$ cat config.mk
export PLATFORM = sky130hd
export DESIGN_NAME = qte_isqrt
export DESIGN_NICKNAME = d
export VERILOG_FILES = /design/src/rtl/quaternion_to_euler_angles_macros.svh /design/src/rtl/qte_pkg.sv /design/src/rtl/qte_isqrt.sv
export SDC_FILE = /design/constraint.sdc
export NUM_CORES = 2
export LEC_CHECK = 0
export ABC_CLOCK_PERIOD_IN_PS = 3880
export BUFFER_PORTS_ARGS = -buffer_cell sky130_fd_sc_hd__buf_4
export CAP_MARGIN = 20
export CORE_ASPECT_RATIO = 0.5
export CORE_MARGIN = 5
export CORE_UTILIZATION = 55
export CTS_CLUSTER_SIZE = 14
export DETAILED_ROUTE_END_ITERATION = 10
export GPL_ROUTABILITY_DRIVEN = 0
export PLACE_DENSITY = 0.79
export SETUP_SLACK_MARGIN = 0.05
export SYNTH_ARGS = -nofsm -noshare
export SYNTH_HDL_FRONTEND = slang
export SYNTH_SLANG_ARGS = --single-unit
$ cat constraint.sdc
create_clock -name clk -period 3.88 [get_ports clk]
set_input_delay 0.776 -clock clk [delete_from_list [all_inputs] [get_ports clk]]
set_output_delay 0.776 -clock clk [all_outputs]
set_load 0.01 [all_outputs]
$ cat src/rtl/quaternion_to_euler_angles_macros.svh
// Assertion macros for the quaternion to Euler angle converter.
// Depends on a clock named clk and a synchronous reset named rst in the using scope.
`ifndef QUATERNION_TO_EULER_ANGLES_MACROS_SVH
`define QUATERNION_TO_EULER_ANGLES_MACROS_SVH

// Same-cycle implication, checked outside reset.
`define QTE_ASSERT_IMP(lbl, ante, cons) \
  lbl: assert property (@(posedge clk) disable iff (rst) (ante) |-> (cons)) \
    else $error("same-cycle implication check failed");

// Next-cycle implication, checked outside reset.
`define QTE_ASSERT_NEXT(lbl, ante, cons) \
  lbl: assert property (@(posedge clk) disable iff (rst) (ante) |=> (cons)) \
    else $error("next-cycle implication check failed");

`endif

$ cat src/rtl/qte_pkg.sv
// Shared types, widths and constants of the quaternion to Euler angle converter.
// No dependencies; every module file refers to it by scoped names.
`timescale 1ns / 1ps
`default_nettype none

package qte_pkg;

  localparam int CORDIC_STAGES_DEF = 16;
  localparam int ANG_TABLE_LEN     = 24;

  localparam int QW   = 16;  // input component width, Q1.15
  localparam int PW   = 32;  // exact product width, Q2.30
  localparam int NW   = 34;  // numerator and denominator width
  localparam int SW   = 32;  // clamped sine width
  localparam int VW   = 62;  // square root radicand and work width
  localparam int RTW  = 31;  // square root result width
  localparam int ISQ_STAGES = 31;
  localparam int CW   = 38;  // CORDIC vector width, covers the gain growth
  localparam int AW   = 32;  // angle accumulator width, 2^32 is a full turn

  localparam logic signed [NW-1:0] ONE_Q30     = NW'(64'sd1073741824);
  localparam logic signed [NW-1:0] NEG_ONE_Q30 = -ONE_Q30;
  localparam logic [VW-1:0]        ONE_Q60     = VW'(64'd1 << 60);

  localparam logic [AW-1:0] ACC_QUARTER     = 32'h4000_0000;
  localparam logic [AW-1:0] ACC_NEG_QUARTER = 32'hC000_0000;
  localparam logic [AW-1:0] ACC_ROUND_HALF  = 32'h0000_8000;

  localparam logic signed [15:0] PITCH_MAX = 16'sd16384;
  localparam logic signed [15:0] PITCH_MIN = -16'sd16384;

  typedef struct packed {
    logic signed [QW-1:0] qw;
    logic signed [QW-1:0] qx;
    logic signed [QW-1:0] qy;
    logic signed [QW-1:0] qz;
  } in_beat_t;

  typedef struct packed {
    logic signed [15:0] yaw;
    logic signed [15:0] pitch;
    logic signed [15:0] roll;
    logic               clamped;
  } out_beat_t;

  typedef struct packed {
    logic signed [NW-1:0] rn;
    logic signed [NW-1:0] rd;
    logic signed [NW-1:0] yn;
    logic signed [NW-1:0] yd;
    logic signed [SW-1:0] s;
  } side_t;

  typedef struct packed {
    logic [VW-1:0] v;
    side_t         side;
    logic          clamped;
  } front_t;

  // atan(2^-i) scaled so that 2^32 is a full turn.
  function automatic logic [AW-1:0] atan_step(input int i);
    logic [AW-1:0] r;
    case (i)
      0:  r = 32'd536870912;
      1:  r = 32'd316933406;
      2:  r = 32'd167458907;
      3:  r = 32'd85004756;
      4:  r = 32'd42667331;
      5:  r = 32'd21354465;
      6:  r = 32'd10679838;
      7:  r = 32'd5340245;
      8:  r = 32'd2670163;
      9:  r = 32'd1335087;
      10: r = 32'd667544;
      11: r = 32'd333772;
      12: r = 32'd166886;
      13: r = 32'd83443;
      14: r = 32'd41722;
      15: r = 32'd20861;
      16: r = 32'd10430;
      17: r = 32'd5215;
      18: r = 32'd2608;
      19: r = 32'd1304;
      20: r = 32'd652;
      21: r = 32'd326;
      22: r = 32'd163;
      23: r = 32'd81;
      default: r = '0;
    endcase
    return r;
  endfunction

endpackage

`default_nettype wire

$ cat src/rtl/qte_isqrt.sv
// Pipelined integer square root, one result bit per register stage.
// Depends on qte_pkg.
`timescale 1ns / 1ps
`default_nettype none

module qte_isqrt (
  input  logic                      clk,
  input  logic                      en,
  input  logic [qte_pkg::VW-1:0]    v,
  output logic [qte_pkg::RTW-1:0]   root
);

  localparam int VW = qte_pkg::VW;
  localparam int N  = qte_pkg::ISQ_STAGES;

  logic [VW-1:0] vs [0:N-1];
  logic [VW-1:0] rs [0:N];

  assign vs[0] = v;
  assign rs[0] = '0;

  for (genvar i = 0; i < N; i++) begin : g_stage
    localparam int B = 2 * (N - 1 - i);
    logic [VW-1:0] trial;
    logic          take;
    assign trial = rs[i] + (VW'(1) << B);
    assign take  = (vs[i] >= trial);

    always_ff @(posedge clk) begin
      if (en) begin
        rs[i+1] <= take ? ((rs[i] >> 1) + (VW'(1) << B)) : (rs[i] >> 1);
      end
    end

    if (i < N - 1) begin : g_rem
      always_ff @(posedge clk) begin
        if (en) begin
          vs[i+1] <= take ? (vs[i] - trial) : vs[i];
        end
      end
    end
  end

  assign root = rs[N][qte_pkg::RTW-1:0];

endmodule

`default_nettype wire

==> out/results.env <==
WORST_PIN_SLEW_NS=1.060
AREA_GROWTH_SYN_TO_LAYOUT_PCT=10.30
FINAL.MIN_CLOCK_PERIOD_NS=3.741
SLEW-LIMIT-HEADROOM_PCT=28.67
TIMING.CRITICAL_PATH.FROM_TYPE='flop'
SYNTH.YOSYS.WARNINGS=0
WORSTHOLDSTART='v[33]'
MAX_CAP_VIOLATIONS=0
DRTPASS1ITERATIONS=6
GRT_UTIL_ALL_LAYERS_PCT=20.09
POST_DRT_VIA_CELL_RATIO=5.710
SYNTH_EDF_COUNT=2356
DP_HPWL_MICRONS=156200
GRT-OVFL-TOTAL=0
DRIVE_ABOVE_1_SHARE_PCT=8.196
FINALHOLDVIOLCOUNT=0
PATH_DELAY_FAMILY='simple AND/OR/NAND/NOR gates'
PATH_BUF_INV=3
CLOCK_TREE.BUFFER_DEPTH=4
DIE-AREA_SQ_MM=0.2136
TIMING.CRITICAL_PATH.CELLS='inv_1 -> ha_1 -> nand4_1 -> nor4_1 -> buf_4 -> nand3_1 -> a311o_1 -> a2111oi_1 -> buf_4 -> nand3_1 -> nor3_1 -> xor2_1'
ARRIVAL_TIME_WORST_ENDPOINT_NS=4.30
DRV_SLEW=0
CRITICAL_PATH_CELL_COUNT=12
CLOCKROOTBUFFER='clkbuf_16'
FLOORPLAN.DIE.WIDTH_MICRONS=648.6
TOTAL_CLOCK_BUFFERS_CREATED_BY_CTS=206
ITERATION_0_DRC_MARKERS=4822
NUM_ANTENNA_CELLS=0
FINALSETUPVIOLCOUNT=0
LAYOUT_SKEW_NS=0.05339
GRT_SETUP_UNREPAIRED='yes'
R2R-START='rs[339]$_DFFE_PP_'
IO-PIN-COUNT=95
SYNTH.YOSYS.SEQ_AREA_SHARE_PCT=63.09
SYN_AREA_PER_CELL_SQ_UM=12.70
OUTCOME='finished clean'
POWER_mW=68.18
DESIGN.FINAL.NETS=9797
POWER.STATIC_LEAKAGE_nW=46.89
HOLDPATHSTAGES=1
FIRST_GLOBAL_VIAS=69742
END_KIND='flop'
POSTSYNTHCELLCOUNT=8832
CLOCK_LATENCY_NS=0.87
WORST-PATH-MAX-FANOUT=7
LAYOUT.CELLS.NON_FILLER=12046
CORE.ROWCOUNT=117
POST_SYNTH_INSTANCE_AREA_SQ_MM=0.1121
DRT_DRC_VIOLATIONS_LEFT=0
TIMING.REG2REG.WORST_PATH_DEPTH=12
CRITPATHREQUIREDTIME_NS=4.44
TRITONCTS='built'
DETAIL_ROUTE.WIRELENGTH_MICRONS=214800
CTSHTREEMAXLEVEL=4
WL_PER_CELL_MICRONS=17.83
YS_FF_LATCH=2356
MAX_FREQ_GHz=0.2673
GRT_MAX_DEGREE=186
CRITICAL-PATH-SLOWEST-CELL='nor4_1'
SYNTH-MAIN-FF-CELL='edfxtp_1'
STARTING_UTILIZATION_OF_THE_CORE_AREA_PCT=55.19
CRITICAL_PATH.MAX_STAGE_DELAY_NS=0.51
SYNTH_CELL_TYPES=90
DIEHEIGHT_MICRONS=329.3
WORSTHOLDPATHTYPE='input pin to flop'
MAX_VDD_DROP_V=0.0004042
IO_BUFFERS=94
NUMPLACEDINSTANCES=11733
POSTROUTEANTENNANETS=0
FINAL.PERIOD_UTILIZATION_PCT=96.43
FLOORPLAN.CORE_AREA_SQ_MM=0.2032
POWER.DENSITY_mW_PER_MM2=551.2
SYNTHARSTFLOPSHARE_PCT=0
CTS.REPORTEDPATHS.CLKPINSLEW_NS=0.06
CLOCK_SINKS=2356
SYN_NETS=9421
GRT_PASS1_WL_MICRONS=348400
ROUTE.VIAS.TOTAL=68781
ANTENNA_FOUND_INITIAL=1
SETUP.WORST_PATH.CLASS='flop to flop'
WORST_SETUP_SP='rs[339]$_DFFE_PP_'
[where the power goes]
group	switching [mW]	leakage, nW	total, mW	internal (mW)
Combinational	8.61	21.4	15.3	6.65
Clock	8.62	2.79	18.4	9.81
Sequential	2.19	22.7	34.5	32.3
Total	19.4	46.9	68.2	48.8
[cell type report]
| type | instances | area, sq um |
|---|---|---|
| fillers | 14885 | 79510 |
| well taps | 2737 | 3425 |
| clock inverters | 51 | 295.3 |
| inverters | 634 | 2380 |
| repair buffers | 331 | 2781 |
| multi-input cells | 5679 | 38640 |
| flip-flops and latches | 2356 | 70750 |
| clock buffers | 258 | 5414 |
[registers in the layout, indices dropped and copies added, names as in the netlist]
register and flops:
root 31, rs 465, vs 1860
[synthesized netlist by cell type, drive strengths merged, types with 15 or more instances]
| cell | number | area (sq um) |
|---|---|---|
| edfxtp | 2356 | 70750 |
| nor2 | 673 | 2526 |
| inv | 632 | 2372 |
| a21oi | 629 | 3148 |
| ha | 525 | 6569 |
| nand2 | 479 | 1798 |
| xnor2 | 460 | 4029 |
| xor2 | 365 | 3197 |
| nor4 | 313 | 1986 |
| o21ai | 312 | 1562 |
| nor3 | 231 | 1156 |
| a21o | 229 | 1719 |
| nand3 | 159 | 800.8 |
| nand4 | 147 | 919.6 |
| clkbuf | 143 | 536.8 |
| nand2b | 105 | 659.4 |
| or3 | 98 | 618.1 |
| o21a | 93 | 698.2 |
| mux2 | 90 | 1013 |
| nor2b | 74 | 470.5 |
| nor4b | 54 | 479.2 |
| or4 | 53 | 397.9 |
| and3 | 46 | 292.8 |
| o21bai | 42 | 315.3 |
| o31ai | 40 | 300.3 |
| a31oi | 37 | 231.5 |
| a211oi | 33 | 252.7 |
| and2 | 30 | 187.7 |
| o211ai | 29 | 217.7 |
| nand3b | 28 | 210.2 |
| or2 | 27 | 168.9 |
| a21boi | 26 | 195.2 |
| buf | 20 | 96.34 |
| nor3b | 17 | 127.6 |
| nand4b | 15 | 131.4 |
[what timing repair did]
action,CTS,global route
buffers inserted,0,3
endpoints found under the setup margin,53,114
hold buffers,0,0
gates resized for setup,4,39
pin swaps,0,5
[logic make-up (layout without fill, tap and decap cells)]
group | count (synthesis) | in the layout | share of synthesized area, %
compound gates | 1640 | 1640 | 9.062
xor+xnor | 825 | 825 | 6.444
fa+ha+maj | 525 | 525 | 5.858
buf+inv | 797 | 1274 | 2.687
flops | 2356 | 2356 | 63.09
mux | 101 | 101 | 1.002
simple gates | 2588 | 2588 | 11.85
[final timing paths]
path / to / slack [ns]
worst max-delay path: vs[241]$_DFFE_PP_ / 0.14
worst min-delay path: vs[1831]$_DFFE_PP_ / 0.09
worst max register to register: vs[241]$_DFFE_PP_ / 0.14
worst min register to register: rs[840]$_DFFE_PP_ / 0.42
[worst register-to-register path, stage by stage, from the launching register on]
cell	delay (ns)
edfxtp_1	0.36
inv_1	0.05
ha_1	0.47
nand4_1	0.16
nor4_1	0.51
buf_4	0.22
nand3_1	0.11
a311o_1	0.41
a2111oi_1	0.46
buf_4	0.20
nand3_1	0.18
nor3_1	0.25
xor2_1	0.10
[cells in the final DEF (no fill, tap or decap), types with 229 or more instances in the layout]
cell type  netlist  layout
edfxtp_1      2356    2356
nor2_1         673     671
inv_1          629     629
a21oi_1        629     625
ha_1           525     523
nand2_1        479     476
xnor2_1        460     460
xor2_1         365     365
o21ai_0        310     307
buf_4            0     306
nor4_1         310     302
a21o_1         229     229
[layer usage]
layer	up-vias	wire length [microns]	share of wire (%)	track usage (%)
met5	-	0	0	0
met4	0	12730	5.9	10.88
met3	639	8126	3.8	2.582
met2	1872	113000	53	37.85
met1	32531	80950	38	21.93
li1	33739	-	-	-
[per-stage QoR]
| step | util, % | TNS, ns | worst slack, ns | instance area [sq um] | hold WS, ns |
|---|---|---|---|---|---|
| 5_1_grt | 60.87 | -0.02584 | -0.02584 | 123700 | 0.04704 |
| 4_1_cts | 60.77 | 0 | 0.06840 | 123500 | 0.02872 |
| 3_3_place_gp | 57.95 | -3.692 | -0.2911 | 117700 | 0.4239 |
| 6_report | 60.87 | 0 | 0.1386 | 123700 | 0.09295 |
| 2_1_floorplan | - | 0 | 0.3390 | 112100 | 0.4166 |
| 3_5_place_dp | 57.95 | -6.234 | -0.3905 | 117700 | 0.4326 |
No activity file was read; power rests on OpenSTA's default activity.
